[src/rtl/pdf_pkg.sv]
// Shared types, constants and the byte-wide CRC-32 step for the frame deframer.
// Used by every module of the block; depends on nothing else.
`default_nettype none

package pdf_pkg;

	// Frame geometry
	localparam int MAX_FRAME_BYTES = 520;
	localparam int POS_W           = $clog2(MAX_FRAME_BYTES + 2);
	localparam int HDR_BYTES       = 4;
	localparam int CRC_BYTES       = 4;
	localparam int FRAME_OVERHEAD  = HDR_BYTES + CRC_BYTES;
	localparam int LEN_W           = 16;
	localparam int LEN_SUM_W       = LEN_W + 1;

	// CRC-32, zlib form
	localparam logic [31:0] CRC_INIT = 32'hFFFF_FFFF;
	localparam logic [31:0] CRC_POLY = 32'hEDB8_8320;

	// Configuration register indexes
	localparam int CFG_IDX_W = 2;
	typedef enum logic [CFG_IDX_W-1:0] {
		CFG_MAX_PAYLOAD    = 2'd0,
		CFG_MAX_WINDOW     = 2'd1,
		CFG_ACCEPTED_TYPES = 2'd2
	} cfg_idx_t;

	// End-of-frame status codes
	typedef enum logic [2:0] {
		ST_OK           = 3'd0,
		ST_LENGTH       = 3'd1,
		ST_NO_PAYLOAD   = 3'd2,
		ST_INCONSISTENT = 3'd3,
		ST_CRC          = 3'd4,
		ST_TYPE         = 3'd5,
		ST_WINDOW       = 3'd6
	} status_t;

	typedef struct packed {
		logic [LEN_W-1:0] max_payload;
		logic [4:0]       max_window;
		logic [7:0]       accepted_types;
	} cfg_t;

	// Everything the status logic and output register need for one word
	typedef struct packed {
		logic             last;
		logic             emit;
		logic [7:0]       data;
		logic [2:0]       ftype;
		logic [4:0]       win;
		logic [7:0]       seq;
		logic [LEN_W-1:0] len;
		logic [POS_W-1:0] count;
		logic [31:0]      crc_calc;
		logic [31:0]      crc_rx;
	} frame_view_t;

	// One byte through the reflected CRC-32
	function automatic logic [31:0] crc_byte(input logic [31:0] crc_in, input logic [7:0] b);
		logic [31:0] c;
		c = crc_in ^ {24'd0, b};
		for (int k = 0; k < 8; k++) begin
			c = c[0] ? ((c >> 1) ^ CRC_POLY) : (c >> 1);
		end
		return c;
	endfunction

endpackage

`default_nettype wire

[src/rtl/packet_deframer_crc32_check.sv]
// Length-prefixed frame deframer with CRC-32 check: input register, frame logic, result register.
// A word taken into the input register passes through the frame logic into the result register once that can load.
// Throughput: one word per cycle; while a result waits, stage 1 takes one more word, then
// in_ready drops. Reset (arst_n low): frame state cleared, CRC preset to all ones, registers to
// max_payload 512, max_window 31, accepted_types 0x0E. Depends on pdf_pkg and submodules.
`default_nettype none

module packet_deframer_crc32_check (
	input  wire logic                        clk,
	input  wire logic                        arst_n,
	// configuration write channel
	input  wire logic                        cfg_valid,
	output logic                             cfg_ready,
	input  wire logic [pdf_pkg::CFG_IDX_W-1:0] cfg_index,
	input  wire logic [15:0]                 cfg_data,
	// input word channel
	input  wire logic                        in_valid,
	output logic                             in_ready,
	input  wire logic [7:0]                  frame_byte,
	input  wire logic                        last_byte,
	// result channel
	output logic                             out_valid,
	input  wire logic                        out_ready,
	output logic                             is_status,
	output logic [7:0]                       payload_byte,
	output logic [2:0]                       status,
	output logic [2:0]                       frame_type,
	output logic [4:0]                       window_size,
	output logic [7:0]                       sequence_number,
	output logic [15:0]                      payload_length,
	output logic [31:0]                      received_crc
);

	pdf_pkg::cfg_t        cfg_q;
	pdf_pkg::frame_view_t view;
	pdf_pkg::status_t     st;

	logic       valid_s1;
	logic [7:0] byte_s1;
	logic       last_s1;
	logic       adv;
	logic       has_result;

	// Configuration registers, always writable
	assign cfg_ready = 1'b1;

	always_ff @(posedge clk or negedge arst_n) begin
		if (!arst_n) begin
			cfg_q.max_payload    <= 16'd512;
			cfg_q.max_window     <= 5'd31;
			cfg_q.accepted_types <= 8'h0E;
		end else if (cfg_valid) begin
			case (pdf_pkg::cfg_idx_t'(cfg_index))
				pdf_pkg::CFG_MAX_PAYLOAD:    cfg_q.max_payload    <= cfg_data;
				pdf_pkg::CFG_MAX_WINDOW:     cfg_q.max_window     <= cfg_data[4:0];
				pdf_pkg::CFG_ACCEPTED_TYPES: cfg_q.accepted_types <= cfg_data[7:0];
				default: ;
			endcase
		end
	end

	// Stage handshake: stage 1 moves whenever the result register can load
	assign adv      = !out_valid || out_ready;
	assign in_ready = !valid_s1 || adv;

	always_ff @(posedge clk or negedge arst_n) begin
		if (!arst_n) begin
			valid_s1 <= 1'b0;
		end else if (in_ready) begin
			valid_s1 <= in_valid;
		end
	end

	always_ff @(posedge clk) begin
		if (in_valid && in_ready) begin
			byte_s1 <= frame_byte;
			last_s1 <= last_byte;
		end
	end

	pdf_frame_track u_track (
		.clk    (clk),
		.arst_n (arst_n),
		.step   (valid_s1 && adv),
		.data   (byte_s1),
		.last   (last_s1),
		.view   (view)
	);

	pdf_status_eval u_eval (
		.view   (view),
		.cfg    (cfg_q),
		.status (st)
	);

	assign has_result = view.emit || view.last;

	// Result register
	always_ff @(posedge clk or negedge arst_n) begin
		if (!arst_n) begin
			out_valid <= 1'b0;
		end else if (adv) begin
			out_valid <= valid_s1 && has_result;
		end
	end

	always_ff @(posedge clk) begin
		if (adv && valid_s1 && has_result) begin
			is_status <= view.last;
			if (view.last) begin
				payload_byte    <= '0;
				status          <= st;
				frame_type      <= view.ftype;
				window_size     <= view.win;
				sequence_number <= view.seq;
				payload_length  <= view.len;
				received_crc    <= view.crc_rx;
			end else begin
				payload_byte    <= view.data;
				status          <= '0;
				frame_type      <= '0;
				window_size     <= '0;
				sequence_number <= '0;
				payload_length  <= '0;
				received_crc    <= '0;
			end
		end
	end

endmodule

`default_nettype wire

[src/rtl/pdf_frame_track.sv]
// Per-frame state: byte counter, header capture, tail delay line and running CRC.
// Depends on pdf_pkg.
`default_nettype none

module pdf_frame_track (
	input  wire logic                 clk,
	input  wire logic                 arst_n,
	input  wire logic                 step,
	input  wire logic [7:0]           data,
	input  wire logic                 last,
	output pdf_pkg::frame_view_t      view
);

	localparam logic [pdf_pkg::POS_W-1:0] POS_SAT =
		pdf_pkg::POS_W'(pdf_pkg::MAX_FRAME_BYTES + 1);
	localparam logic [pdf_pkg::POS_W-1:0] POS_MAX =
		pdf_pkg::POS_W'(pdf_pkg::MAX_FRAME_BYTES);
	localparam logic [pdf_pkg::POS_W-1:0] POS_HDR =
		pdf_pkg::POS_W'(pdf_pkg::HDR_BYTES);

	logic [pdf_pkg::POS_W-1:0] pos_q, pos_n;
	logic [7:0]                hdr_q, hdr_n;
	logic [7:0]                seq_q, seq_n;
	logic [pdf_pkg::LEN_W-1:0] len_q, len_n;
	logic [31:0]               crc_q, crc_n;
	logic [7:0]                tail_q [pdf_pkg::CRC_BYTES];
	logic                      in_body;
	logic [pdf_pkg::LEN_SUM_W-1:0] pay_end;

	// Header capture, counter and CRC update; the CRC takes the oldest tail byte, not the current word
	always_comb begin
		hdr_n = (pos_q == pdf_pkg::POS_W'(0)) ? data : hdr_q;
		seq_n = (pos_q == pdf_pkg::POS_W'(1)) ? data : seq_q;
		len_n = len_q;
		if (pos_q == pdf_pkg::POS_W'(2)) begin
			len_n = {data, len_q[7:0]};
		end else if (pos_q == pdf_pkg::POS_W'(3)) begin
			len_n = {len_q[15:8], data};
		end
		in_body = (pos_q >= POS_HDR);
		crc_n   = in_body ? pdf_pkg::crc_byte(crc_q, tail_q[0]) : crc_q;
		pos_n   = (pos_q < POS_SAT) ? pos_q + pdf_pkg::POS_W'(1) : pos_q;
		pay_end = {1'b0, len_n} + pdf_pkg::LEN_SUM_W'(pdf_pkg::HDR_BYTES);
	end

	// View handed to the status logic and output stage
	always_comb begin
		view.last     = last;
		view.emit     = !last && in_body && (pdf_pkg::LEN_SUM_W'(pos_q) < pay_end)
			&& (pos_q < POS_MAX);
		view.data     = data;
		view.ftype    = hdr_n[7:5];
		view.win      = hdr_n[4:0];
		view.seq      = seq_n;
		view.len      = len_n;
		view.count    = pos_n;
		view.crc_calc = crc_n ^ pdf_pkg::CRC_INIT;
		view.crc_rx   = {tail_q[1], tail_q[2], tail_q[3], data};
	end

	// State update; a last byte returns the frame state to reset
	always_ff @(posedge clk or negedge arst_n) begin
		if (!arst_n) begin
			pos_q <= '0;
			hdr_q <= '0;
			seq_q <= '0;
			len_q <= '0;
			crc_q <= pdf_pkg::CRC_INIT;
			for (int i = 0; i < pdf_pkg::CRC_BYTES; i++) begin
				tail_q[i] <= '0;
			end
		end else if (step) begin
			if (last) begin
				pos_q <= '0;
				hdr_q <= '0;
				seq_q <= '0;
				len_q <= '0;
				crc_q <= pdf_pkg::CRC_INIT;
				for (int i = 0; i < pdf_pkg::CRC_BYTES; i++) begin
					tail_q[i] <= '0;
				end
			end else begin
				pos_q <= pos_n;
				hdr_q <= hdr_n;
				seq_q <= seq_n;
				len_q <= len_n;
				crc_q <= crc_n;
				for (int i = 0; i < pdf_pkg::CRC_BYTES - 1; i++) begin
					tail_q[i] <= tail_q[i+1];
				end
				tail_q[pdf_pkg::CRC_BYTES-1] <= data;
			end
		end
	end

endmodule

`default_nettype wire

[src/rtl/pdf_status_eval.sv]
// End-of-frame checks in priority order, giving the status code.
// Depends on pdf_pkg.
`default_nettype none

module pdf_status_eval (
	input  wire pdf_pkg::frame_view_t view,
	input  wire pdf_pkg::cfg_t        cfg,
	output pdf_pkg::status_t          status
);

	logic [1:0]                    pad;
	logic [pdf_pkg::LEN_SUM_W-1:0] expect_n;
	logic                          len_err;
	logic                          no_pay;
	logic                          incons;

	always_comb begin
		// pad up to a multiple of four
		pad      = (~view.len[1:0]) + 2'd1;
		expect_n = pdf_pkg::LEN_SUM_W'(pdf_pkg::FRAME_OVERHEAD) + {1'b0, view.len}
			+ {{(pdf_pkg::LEN_SUM_W-2){1'b0}}, pad};
		len_err  = (view.len > cfg.max_payload)
			|| (view.count > pdf_pkg::POS_W'(pdf_pkg::MAX_FRAME_BYTES));
		no_pay   = (view.count == pdf_pkg::POS_W'(pdf_pkg::FRAME_OVERHEAD));
		incons   = (expect_n != pdf_pkg::LEN_SUM_W'(view.count));

		if (len_err) begin
			status = pdf_pkg::ST_LENGTH;
		end else if (no_pay) begin
			status = pdf_pkg::ST_NO_PAYLOAD;
		end else if (incons) begin
			status = pdf_pkg::ST_INCONSISTENT;
		end else if (view.crc_calc != view.crc_rx) begin
			status = pdf_pkg::ST_CRC;
		end else if (!cfg.accepted_types[view.ftype]) begin
			status = pdf_pkg::ST_TYPE;
		end else if (view.win > cfg.max_window) begin
			status = pdf_pkg::ST_WINDOW;
		end else begin
			status = pdf_pkg::ST_OK;
		end
	end

endmodule

`default_nettype wire

[config.mk]
export PLATFORM = sky130hd
export DESIGN_NAME = packet_deframer_crc32_check
export DESIGN_NICKNAME = d
export VERILOG_FILES = /design/src/rtl/pdf_pkg.sv /design/src/rtl/packet_deframer_crc32_check.sv /design/src/rtl/pdf_frame_track.sv /design/src/rtl/pdf_status_eval.sv
export SDC_FILE = /design/constraint.sdc
export NUM_CORES = 1
export LEC_CHECK = 0
export ABC_AREA = 1
export BUFFER_PORTS_ARGS = -buffer_cell sky130_fd_sc_hd__buf_2
export CORE_MARGIN = 3
export CORE_UTILIZATION = 50
export CTS_CLUSTER_DIAMETER = 120
export DETAILED_ROUTE_END_ITERATION = 10
export HOLD_SLACK_MARGIN = 0.1
export PLACE_DENSITY_LB_ADDON = 0.15
export SLEW_MARGIN = 30
export SYNTH_ARGS = -nofsm -noshare
export SYNTH_HDL_FRONTEND = slang
export SYNTH_HIERARCHICAL = 1
export SYNTH_SLANG_ARGS = --single-unit
[constraint.sdc]
create_clock -name clk -period 6.74 [get_ports clk]
set_input_delay 1.348 -clock clk [delete_from_list [all_inputs] [get_ports clk]]
set_output_delay 1.348 -clock clk [all_outputs]
set_load 0.02 [all_outputs]
Word-level counts from Yosys, hierarchy flattened. Index checks and enable logic that the tools add are counted.

Bits of input ports: 32. Bits in writable memories: 0. ROM bits: 0. Bits in latches: 0. Memories: 0. Word-level logic and storage cells: 108. Register bits: 222.

Muxes and demuxes: 28. Reductions and logical operators: 21. Equal/unequal tests: 8. Shift operators: 0. Magnitude comparators: 8. $add $sub $neg: 5. Divide/modulo/power cells: 0. Bitwise operators: 12. Multipliers: 0.

Operators by type and width (number): $mux W32 (11); $not A13 Y14 (8); $mux W8 (5); $mux W16 (2); $ne A32 B32 Y1 (1); $not A32 Y32 (1); $xor A32 B8 Y32 (1); $eq A10 B2 Y1 const B (2); $lt A10 B10 Y1 const B (2); $mux W10 (2); $add A16 B3 Y17 const B (1); $add A17 B2 Y17 (1); $add A4 B16 Y17 const A (1); $lt A10 B17 Y1 (1); $ne A17 B10 Y1 (1); $gt A16 B16 Y1 (1); $add A10 B1 Y10 const B (1); $eq A10 B1 Y1 const B (1); $eq A10 B4 Y1 const B (1); $ge A10 B3 Y1 const B (1); $gt A10 B10 Y1 const B (1); $logic_not A10 Y1 (1); $mux W3 (3); $logic_and A1 B1 Y1 (7); other kinds (16) (25).

Longest topological paths before layout. Gate-level depths: netlist (run 1).

Depth in word-level cells: 24. Depth in mapped cells: 26. Gate-level depth less buffers: 26.

Modules after synthesis. Netlist (run 1), hierarchy kept.

By module, submodules not included: pdf_frame_track (times used 1, area each 6784.0 um^2, cells an instance 828); packet_deframer_crc32_check (times used 1, area each 4515.6 um^2, cells an instance 388); pdf_status_eval (times used 1, area each 1954.4 um^2, cells an instance 377).

Least setup slack after synthesis (run 1). No wires, ideal clock.

Path type: register to register. From: register u_track/pos_q[0] (netlist name). To: register frame_type[0], enable pin. Arrival: 6130 ps. Path buffers: 0. Path slack: 100 ps. Library setup time: 511 ps. Required time: 6229 ps. Stages on the path, launching flop included: 25. Path through: dfrtp_1 -> inv_1 -> ha_1 -> nor2_4 -> nand3_1 -> nand2_2 -> inv_1 -> nor2_2 -> nand3_1 -> o21ai_0 -> nand2_1 -> ha_1 -> nand2_1 -> inv_1 -> nand3_1 -> inv_1 -> a21oi_1 -> nand2_1 -> nand2_1 -> a21oi_1 -> nand3_1 -> nor2_1 -> nor2_1 -> o21ai_0 -> nor2_1.

RTL lines: start: declaration (line pdf_frame_track.sv:21) `logic [pdf_pkg::POS_W-1:0] pos_q, pos_n;`; start signal: assignment (line pdf_frame_track.sv:83) `pos_q <= pos_n;`; end signal: assignment (line packet_deframer_crc32_check.sv:113) `frame_type <= view.ftype;`; end: declaration (line packet_deframer_crc32_check.sv:27) `output logic [2:0] frame_type,`.

==> results of run 1 <==
## sequential cells by signal (all words and copies together), names as in the netlist, 5 cells and up
signal and cells:
received_crc 32, u_track/crc_q 32, cfg_q 29, u_track/view 24
payload_length 16, u_track/len_q 16, u_track/pos_q 10, byte_s1 8
payload_byte 8, sequence_number 8, u_track/hdr_q 8, u_track/seq_q 8
u_track/tail_q 8, window_size 5
## worst max path at each step
stage	start	to	slack, ns	cells after the start
floorplan	u_track/pos_q[0]	frame_type[0]	0.1	24
global placement	u_track/pos_q[0]	received_crc[20]	1.88	26
detailed placement	u_track/pos_q[0]	received_crc[14]	1.75	26
CTS	u_track/pos_q[0]	received_crc[14]	1.75	26
global route	u_track/pos_q[0]	sequence_number[5]	1.51	26
finish	u_track/pos_q[0]	received_crc[28]	1.94	26
## cell type report
type | instances | area [µm²]
Clock inverter | 8 | 123
Tap cell | 330 | 413
Multi-Input combinational cell | 991 | 5580
Timing Repair Buffer | 120 | 654
Sequential cell | 222 | 6030
Clock buffer | 40 | 743
Fill cell | 2398 | 11000
Inverter | 290 | 1090
## cells by family after synthesis
| kind of cell | synth area share |
|---|---|
| AO/OA/AOI/OAI | 0.0882 |
| other | 0.000283 |
| flip-flops | 0.455 |
| adder cells (fa/ha/maj) | 0.0349 |
| AND/OR/NAND/NOR | 0.219 |
| XOR/XNOR | 0.0775 |
| buffers and inverters | 0.125 |
## synthesized netlist by cell type, drive strengths merged
cell type	n
a21oi	54
a21o	2
o21ai	67
nor3	6
o21bai	1
nand3	78
nand2	402
a22oi	9
inv	289
clkinv	1
o31ai	1
nand3b	2
o21a	1
and2	2
buf	61
a22o	4
conb	1
dfrtp	96
o221ai	2
edfxtp	85
dfstp	41
xor2	54
ha	37
nor4	2
clkbuf	29
nor2	125
o22ai	56
xnor2	53
or2	7
nand4	25
## placed cells by master (no fill, tap or decap), types with 5 or more instances in the layout
master,instances
sky130_fd_sc_hd__nand2_1,375
sky130_fd_sc_hd__inv_1,281
sky130_fd_sc_hd__nor2_1,108
sky130_fd_sc_hd__buf_2,108
sky130_fd_sc_hd__dfrtp_1,96
sky130_fd_sc_hd__edfxtp_1,85
sky130_fd_sc_hd__nand3_1,70
sky130_fd_sc_hd__o22ai_1,55
sky130_fd_sc_hd__a21oi_1,52
sky130_fd_sc_hd__xor2_1,50
sky130_fd_sc_hd__o21ai_0,49
sky130_fd_sc_hd__xnor2_1,48
sky130_fd_sc_hd__dfstp_2,41
sky130_fd_sc_hd__ha_1,37
sky130_fd_sc_hd__clkbuf_16,26
sky130_fd_sc_hd__nand4_1,25
sky130_fd_sc_hd__nand2_2,21
sky130_fd_sc_hd__clkbuf_1,10
sky130_fd_sc_hd__nor2_2,9
sky130_fd_sc_hd__o21ai_1,9
sky130_fd_sc_hd__a22oi_1,9
sky130_fd_sc_hd__inv_2,8
sky130_fd_sc_hd__buf_4,8
sky130_fd_sc_hd__o21ai_2,8
sky130_fd_sc_hd__nor2_4,6
sky130_fd_sc_hd__nand2_4,6
sky130_fd_sc_hd__or2_2,5
## metrics by stage
step / hold slack (ns) / instance area, µm²
6_report: 0.461 / 14600
2_1_floorplan: 0.442 / 13300
4_1_cts: 0.465 / 14600
3_5_place_dp: 0.456 / 13700
3_3_place_gp: 0.454 / 13700
5_1_grt: 0.480 / 14600
## per-layer routing
layer,track usage,up-vias,share of wire
li1,-,5114,-
met4,0.0822,0,0.035
met5,0,-,0
met2,0.422,282,0.50
met3,0.0257,62,0.047
met1,0.307,4749,0.42
## report_power, final
part	internal, µW	total (µW)	switching, µW
Sequential	1710	1870	165
Clock	871	1420	554
Combinational	878	2500	1620
Total	3460	5800	2340
## tightest hold or removal path, stage by stage, from the launching register on
cell and delay [ns]:
sky130_fd_sc_hd__dfstp_2 0.36, sky130_fd_sc_hd__nand2_1 0.05, sky130_fd_sc_hd__nand2_1 0.04
==> PnR_summary.wiki, run 1 <==
{| class="wikitable"
! Metric !! Value
|-
| Pwr Density || 396 nW/µm²
|-
| Post-CTS Resized || 0
|-
| DPL Wire Length || 23900 µm
|-
| Post-route minimum period || 4.80 ns
|-
| Number of max-cap violations || 0
|-
| Share of synthesized area occupied by flip-flops and latches || 0.455
|-
| Total GRT Usage || 0.239
|-
| Type of the most critical hold path || reg2reg
|-
| Measured slew at the worst slew-check pin || 0.951 ns
|-
| Effective utilization at floorplan || 0.517
|-
| Maximum number of pins on one net before global-route repair || 91
|-
| Number of different library cells in the post-synthesis netlist || 53
|-
| Total grt overflow || 0
|-
| Final worst-path cycle share || 0.712
|-
| Number of cells on the worst reg-to-reg path || 26
|-
| Net count of the mapped netlist || 1662
|-
| Max Transition Viols Final || 0
|-
| Gpl congestion || 0.871
|-
| Category of the most critical setup path || reg2reg
|-
| Crit-path max FO || 72
|-
| Top cells by area, synth || sky130_fd_sc_hd__edfxtp_1 (19%), sky130_fd_sc_hd__dfrtp_1 (18%), sky130_fd_sc_hd__nand2_1 (11%), sky130_fd_sc_hd__dfstp_2 (8.1%), sky130_fd_sc_hd__inv_1 (8.0%)
|-
| Die area || 28500 µm²
|-
| Die span in y || 169 µm
|-
| Antenna violation net count after detailed routing || 0
|-
| Cell count after synthesis || 1593
|-
| Number of global-route vias before repair || 10206
|-
| CTS sink count || 222
|-
| Yosys Warn Count || 6
|-
| Total count of hold-check failures in the final report || 0
|-
| I/O pin cnt || 111
|-
| Min setup slack post-route || 1.94 ns
|-
| Worst path max stage delay || 0.55 ns
|-
| N_diodes || 0
|-
| Number of hold-repair buffers added at the cts stage || 0
|-
| Fmax || 208 MHz
|-
| Most frequent CP cell || sky130_fd_sc_hd__nand2_1
|-
| Worst slack, placed || 1.75 ns
|-
| Leakage power total || 0.00727 µW
|-
| Setup crit start kind || flip-flop
|-
| Clock tree from TritonCTS || built
|-
| Total Neg Setup Slack || 0 ns
|-
| Core Util, Final || 0.571
|-
| Final nets || 1720
|-
| Share of final-layout standard cells stronger than drive strength 1 || 0.170
|-
| Outcome || finished, final reports clean
|-
| Required time of the worst setup path || 6.90 ns
|-
| Reg2reg start || u_track/pos_q[0]
|-
| Initial antenna violation count || 0
|-
| VDD IR-drop max || 289 µV
|-
| Total core area || 25600 µm²
|-
| Share of Yosys cell area claimed by the top area cell type || 0.193
|-
| Synth area leader || sky130_fd_sc_hd__edfxtp_1
|-
| Clock root cell || sky130_fd_sc_hd__clkbuf_16
|-
| Layout overhead on the synthesized area || 10.4%
|-
| Family with the most delay on the worst path || simple AND/OR/NAND/NOR gates
|-
| Port buffer count || 109
|-
| HP Start || cfg_q[22]
|-
| Setup bufs post-CTS || 0
|-
| Number of design rule violations left after detail routing || 0
|-
| H-tree levels || 1
|-
| Synthesized cell area || 13300 µm²
|-
| Final standard cell count with taps included and fillers excluded || 2001
|-
| Global-route wire length before repair || 54500 µm
|-
| Endpoint type of the worst setup path || flip-flop
|-
| Drt initial violations || 709
|-
| Wirelength per Cell || 16.9 µm
|-
| Layout Skew || 0.0114 ns
|-
| CP bufs+invs || 5
|-
| Clock-pin transition on the worst setup and hold timing paths || 0.06 ns
|-
| Clock latency reported for the late side of the worst-skew pair || 0.53 ns
|-
| Maximum buffer depth of the clock tree || 3
|-
| Avg Synthesized Cell Area || 8.32 µm²
|-
| Routed vias || 10207
|-
| Via density || 5.10
|-
| Overall Power || 5800 µW
|-
| FF-to-FF setup slack || 1.94 ns
|-
| Critical-path cell with the highest stage delay || sky130_fd_sc_hd__buf_6
|-
| Number of synthesized register bits || 222
|-
| Num CTS Buffers || 26
|-
| Sum of routed wire length over all layers || 33800 µm
|-
| Endpoint arrival time on the critical path || 4.96 ns
|-
| Row count || 58
|-
| Worst Hold Path Cells || 2
|-
| Slew margin rel. || 0.366
|-
| Die extent in x || 169 µm
|-
| Hold EP || cfg_q[22]
|-
| Unrepaired setup endpoints after global routing || no
|-
| Final setup violation count || 0
|-
| First-pass iteration count of the detailed router || 5
|-
| Endpoint of the worst-slack reg-to-reg timing path || received_crc[28]
|-
| Cells after DPL || 1952
|}
No activity file was read; power rests on OpenSTA's default activity.
==> run 2, diff against run 1 <==
==> constraint.sdc (replaced) <==
create_clock -name clk -period 3.96 [get_ports clk]
set_input_delay 0.792 -clock clk [delete_from_list [all_inputs] [get_ports clk]]
set_output_delay 0.792 -clock clk [all_outputs]
set_load 0.02 [all_outputs]
==> run 2 against run 1 <==
  * Sequential power up 70%
  * Via count up 3.8%
  * Power up 78%
  * Count of clock-buffer cells in the layout down 12
  * Maximum frequency up 29%
  * Register-to-register slack worse by 1.7 ns
  * Non-clock buffer count up 43
  * Critical endpoint is now payload_byte[0]
  * Largest cell class unchanged
==> PnR_summary.wiki, run 2 (synthesized netlist as in run 1, its figures left out) <==
{| class="wikitable"
! Metric !! Value
|-
| Post-route minimum period || 3.72 ns
|-
| Total GRT Usage || 0.248
|-
| Worst path max stage delay || 0.45 ns
|-
| Global-route wire length before repair || 56500 µm
|-
| N_diodes || 0
|-
| Total core area || 25600 µm²
|-
| Die span in y || 169 µm
|-
| Number of design rule violations left after detail routing || 0
|-
| CTS sink count || 222
|-
| Type of the most critical hold path || in2async
|-
| Final setup violation count || 0
|-
| Top library cells by usage in the layout, fill and taps aside || sky130_fd_sc_hd__nand2_1 (374), sky130_fd_sc_hd__inv_1 (277), sky130_fd_sc_hd__buf_2 (108)
|-
| Min setup slack post-route || 0.241 ns
|-
| Category of the most critical setup path || reg2reg
|-
| Total count of hold-check failures in the final report || 0
|-
| H-tree levels || 1
|-
| Max Transition Viols Final || 0
|-
| Largest registers || received_crc x32, u_track/crc_q x32, cfg_q x29
|-
| Outcome || finished, final reports clean
|-
| Maximum number of pins on one net before global-route repair || 83
|-
| Total Neg Setup Slack || 0 ns
|-
| Most common cell after layout, fill and taps aside || sky130_fd_sc_hd__nand2_1
|-
| Row count || 58
|-
| Setup crit start kind || flip-flop
|-
| Port buffer count || 109
|-
| Final worst-path cycle share || 0.939
|-
| Slew margin rel. || 0.366
|-
| Total grt overflow || 0
|-
| Num CTS Buffers || 25
|-
| Measured slew at the worst slew-check pin || 0.951 ns
|-
| Die area || 28500 µm²
|-
| Worst slack, placed || 0.0960 ns
|-
| VDD IR-drop max || 427 µV
|-
| Gpl congestion || 0.880
|-
| Routed vias || 10591
|-
| Endpoint type of the worst setup path || flip-flop
|-
| Via density || 5.19
|-
| Clock tree from TritonCTS || built
|-
| Endpoint arrival time on the critical path || 4.00 ns
|-
| Maximum buffer depth of the clock tree || 3
|-
| Layout overhead on the synthesized area || 14.4%
|-
| Hold_ws || 0.243 ns
|-
| Clock latency reported for the late side of the worst-skew pair || 0.54 ns
|-
| Clock root cell || sky130_fd_sc_hd__clkbuf_16
|-
| Number of hold-repair buffers added at the cts stage || 0
|-
| First-pass iteration count of the detailed router || 5
|-
| Leakage power total || 0.00753 µW
|-
| DPL Wire Length || 25300 µm
|-
| Antenna violation net count after detailed routing || 0
|-
| Clock-pin transition on the worst setup and hold timing paths || 0.06 ns
|-
| Share of final-layout standard cells stronger than drive strength 1 || 0.208
|-
| Critical-path cell with the highest stage delay || sky130_fd_sc_hd__dfrtp_2
|-
| Number of global-route vias before repair || 10573
|-
| Pwr Density || 679 nW/µm²
|-
| Required time of the worst setup path || 4.24 ns
|-
| Sum of routed wire length over all layers || 35600 µm
|-
| Crit-path max FO || 26
|-
| Number of max-cap violations || 0
|-
| Drt initial violations || 692
|-
| Wirelength per Cell || 17.4 µm
|-
| Final nets || 1762
|-
| Effective utilization at floorplan || 0.517
|-
| Die extent in x || 169 µm
|-
| Initial antenna violation count || 0
|-
| Most frequent CP cell || sky130_fd_sc_hd__nand2_1
|-
| Fmax || 269 MHz
|-
| I/O pin cnt || 111
|-
| Layout Skew || 0.0122 ns
|}
-- run 2: timing repair --
| item | CTS | global route |
|---|---|---|
| endpoints found under the setup margin | 0 | 77 |
| gates resized for setup | 0 | 21 |
| setup buffers | 0 | 14 |
-- run 2: worst paths after layout --
path                       depth (start not counted)          endpoint             start  slack [ns]
setup / recovery                                  28   payload_byte[0]  u_track/pos_q[0]        0.24
hold / removal                                     1  u_track/pos_q[4]            arst_n        0.24
setup reg to reg                                  28   payload_byte[0]  u_track/pos_q[0]        0.24
hold reg to reg                                    2         cfg_q[10]         cfg_q[10]        0.46
max in group asynchronous                          2          cfg_q[3]            arst_n        2.86
min in group clk                                   1        byte_s1[4]     frame_byte[4]        0.43
-- run 2: layout make-up --
cell class	count	area, µm²
clock inverters	18	255
inverters	290	1100
fillers	2292	10500
clock buffers	28	657
multi-input cells	991	5680
well taps	330	413
repair buffers	163	1010
flip-flops and latches	222	6040
-- run 2: power breakdown --
group | total [µW] | switching [µW] | internal [µW]
Combinational | 4550 | 2890 | 1660
Sequential | 3180 | 266 | 2910
Clock | 2570 | 976 | 1590
Total | 10300 | 4130 | 6160
-- run 2: stage by stage --
stage	power [µW]	std cells	utilization	instance area, µm²
after detailed placement	7620	1980	0.548	14000
after floorplan	6480	1593	-	13300
after global placement	7560	1980	0.548	14000
after CTS	10200	2026	0.583	14900
final	10300	2042	0.592	15200
after global routing	11000	2042	0.592	15200
-- run 2: metal layers --
| layer | track usage | part of all wire | up-vias |
|---|---|---|---|
| met3 | 0.0278 | 0.044 | 83 |
| met4 | 0.114 | 0.051 | 0 |
| li1 | - | - | 5212 |
| met2 | 0.427 | 0.49 | 279 |
| met5 | 0 | 0 | - |
| met1 | 0.314 | 0.42 | 5017 |
-- run 2: critical path, delay by kind of cell (launching register included) --
| family | cells | cell delay [ns] |
|---|---|---|
| flip-flops | 1 | 0.45 |
| adder cells (fa/ha/maj) | 2 | 0.44 |
| buffers and inverters | 6 | 0.65 |
| AO/OA/AOI/OAI | 3 | 0.48 |
| AND/OR/NAND/NOR | 17 | 1.43 |
==> run 3, diff against run 2 <==
--- a/config.mk
+++ b/config.mk
@@ -13,6 +13,7 @@
 export DETAILED_ROUTE_END_ITERATION = 10
 export HOLD_SLACK_MARGIN = 0.1
 export PLACE_DENSITY_LB_ADDON = 0.15
+export RECOVER_POWER = 50
 export SLEW_MARGIN = 30
 export SYNTH_ARGS = -nofsm -noshare
 export SYNTH_HDL_FRONTEND = slang
==> run 3 against run 2 <==
  * The flow now finishes with violations (capacitance limit, slew limit)
  * Combinational power is essentially flat
  * Clock skew shrank 0.00081 ns
  * Final cell count is the same
  * Non-clock buffer count is the same
  * Worst setup slack gained 0.0044 ns
  * Via count is essentially flat
  * Sequential power is essentially flat
  * Critical endpoint is now is_status
==> PnR_summary.wiki, run 3 (synthesized netlist as in run 1, its figures left out) <==
{| class="wikitable"
! Metric !! Value
|-
| Endpoint arrival time on the critical path || 4.00 ns
|-
| Die span in y || 169 µm
|-
| Setup crit start kind || flip-flop
|-
| Share of final-layout standard cells stronger than drive strength 1 || 0.205
|-
| Clock latency reported for the late side of the worst-skew pair || 0.54 ns
|-
| Pwr Density || 681 nW/µm²
|-
| Fmax || 269 MHz
|-
| Sum of routed wire length over all layers || 35600 µm
|-
| Global-route wire length before repair || 56500 µm
|-
| Final setup violation count || 0
|-
| Num CTS Buffers || 25
|-
| Clock-pin transition on the worst setup and hold timing paths || 0.06 ns
|-
| Layout Skew || 0.0114 ns
|-
| Gpl congestion || 0.880
|-
| First-pass iteration count of the detailed router || 5
|-
| Clock root cell || sky130_fd_sc_hd__clkbuf_16
|-
| Maximum buffer depth of the clock tree || 3
|-
| Final worst-path cycle share || 0.938
|-
| DPL Wire Length || 25300 µm
|-
| VDD IR-drop max || 424 µV
|-
| Max Transition Viols Final || 60
|-
| FF-to-FF setup slack || 0.25 ns
|-
| Required time of the worst setup path || 4.24 ns
|-
| Total grt overflow || 0
|-
| Post-route minimum period || 3.71 ns
|-
| Number of global-route vias before repair || 10573
|-
| Category of the most critical setup path || reg2reg
|-
| Final nets || 1762
|-
| Final standard cell count with taps included and fillers excluded || 2042
|-
| Antenna violation net count after detailed routing || 0
|-
| Overall Power || 10300 µW
|-
| Slew margin rel. || -0.923
|-
| H-tree levels || 1
|-
| Die extent in x || 169 µm
|-
| Top library cells by usage in the layout, fill and taps aside || sky130_fd_sc_hd__nand2_1 (375), sky130_fd_sc_hd__inv_1 (277), sky130_fd_sc_hd__nor2_1 (107), sky130_fd_sc_hd__buf_2 (107), sky130_fd_sc_hd__dfrtp_1 (88)
|-
| Row count || 58
|-
| Type of the most critical hold path || in2reg
|-
| Final-layout fill cell count || 2300
|-
| Drt initial violations || 658
|-
| Failing checks || capacitance limit, slew limit
|-
| Effective utilization at floorplan || 0.517
|-
| N_diodes || 0
|-
| Total GRT Usage || 0.248
|-
| Critical-path cell with the highest stage delay || sky130_fd_sc_hd__dfrtp_2
|-
| Measured slew at the worst slew-check pin || 2.88 ns
|-
| Initial antenna violation count || 0
|-
| Total count of hold-check failures in the final report || 0
|-
| Total core area || 25600 µm²
|-
| Clock tree from TritonCTS || built
|-
| Total Neg Setup Slack || 0 ns
|-
| Endpoint type of the worst setup path || flip-flop
|-
| Most frequent CP cell || sky130_fd_sc_hd__nand2_1
|-
| Largest registers || received_crc x32, u_track/crc_q x32, cfg_q x29
|-
| Outcome || complete, but fails checks
|-
| Port buffer count || 109
|-
| Die area || 28500 µm²
|-
| Hold_ws || 0.435 ns
|-
| Via density || 5.19
|-
| Crit-path max FO || 26
|-
| Routed vias || 10601
|-
| Number of max-cap violations || 1
|-
| Most common cell after layout, fill and taps aside || sky130_fd_sc_hd__nand2_1
|-
| I/O pin cnt || 111
|-
| Wirelength per Cell || 17.4 µm
|-
| CTS sink count || 222
|-
| Leakage power total || 0.00752 µW
|-
| Worst path max stage delay || 0.45 ns
|-
| Maximum number of pins on one net before global-route repair || 83
|-
| Number of hold-repair buffers added at the cts stage || 0
|-
| Layout overhead on the synthesized area || 14.0%
|-
| Number of design rule violations left after detail routing || 0
|-
| Cells after DPL || 1980
|}
==> run 3: timing repair <==
action / CTS / global route
gates resized for setup: 0 / 21
endpoints found under the hold margin: 0 / 0
buffers inserted: 0 / 14
setup endpoints to repair: 0 / 77
==> run 3: area by class of cell <==
type                    count  area (µm²)  share of cell area
repair buffers            163        1000              0.0661
inverters                 290        1100              0.0725
clock inverters            18         255              0.0169
multi-input cells         991        5650               0.374
well taps                 330         413              0.0273
flip-flops and latches    222        6040               0.400
clock buffers              28         657              0.0435
==> run 3: worst paths after layout <==
kind                            cells past startpoint              from                to
worst max-delay path                               28  u_track/pos_q[0]         is_status
worst min-delay path                                1     frame_byte[4]        byte_s1[4]
worst max register to register                     28  u_track/pos_q[0]         is_status
worst min register to register                      2         cfg_q[10]         cfg_q[10]
max in group asynchronous                           2            arst_n         cfg_q[15]
min in group asynchronous                           1            arst_n  u_track/pos_q[4]
==> run 3: report_power, final <==
part / internal [µW] / total [µW] / switching (µW) / leakage (µW)
combinational: 1660 / 4550 / 2890 / 0.00455
clock: 1590 / 2570 / 976 / 0.000446
sequential: 2910 / 3180 / 265 / 0.00252
total: 6160 / 10300 / 4130 / 0.00752
==> run 3: critical path: cells and delay by family, from the launching register on <==
kind	cells	cell delay, ns
compound gates	3	0.48
fa+ha+maj	2	0.44
buf+inv	6	0.65
flops	1	0.45
simple gates	17	1.43
==> run 3: per-stage QoR <==
step	area, µm²	util	setup slack, ns
6_report	15100	0.590	0.245
5_1_grt	15100	0.590	-0.0684
4_1_cts	14900	0.583	0.0814
3_3_place_gp	14000	0.548	0.170
3_5_place_dp	14000	0.548	0.0960
2_1_floorplan	13300	-	-0.289
==> run 3: routing by layer <==
metal | vias up | wire length (µm) | track usage
met5 | - | 0 | 0
met4 | 0 | 1820 | 0.114
met3 | 85 | 1640 | 0.0278
met2 | 283 | 17300 | 0.427
met1 | 5024 | 14800 | 0.314
li1 | 5209 | - | -
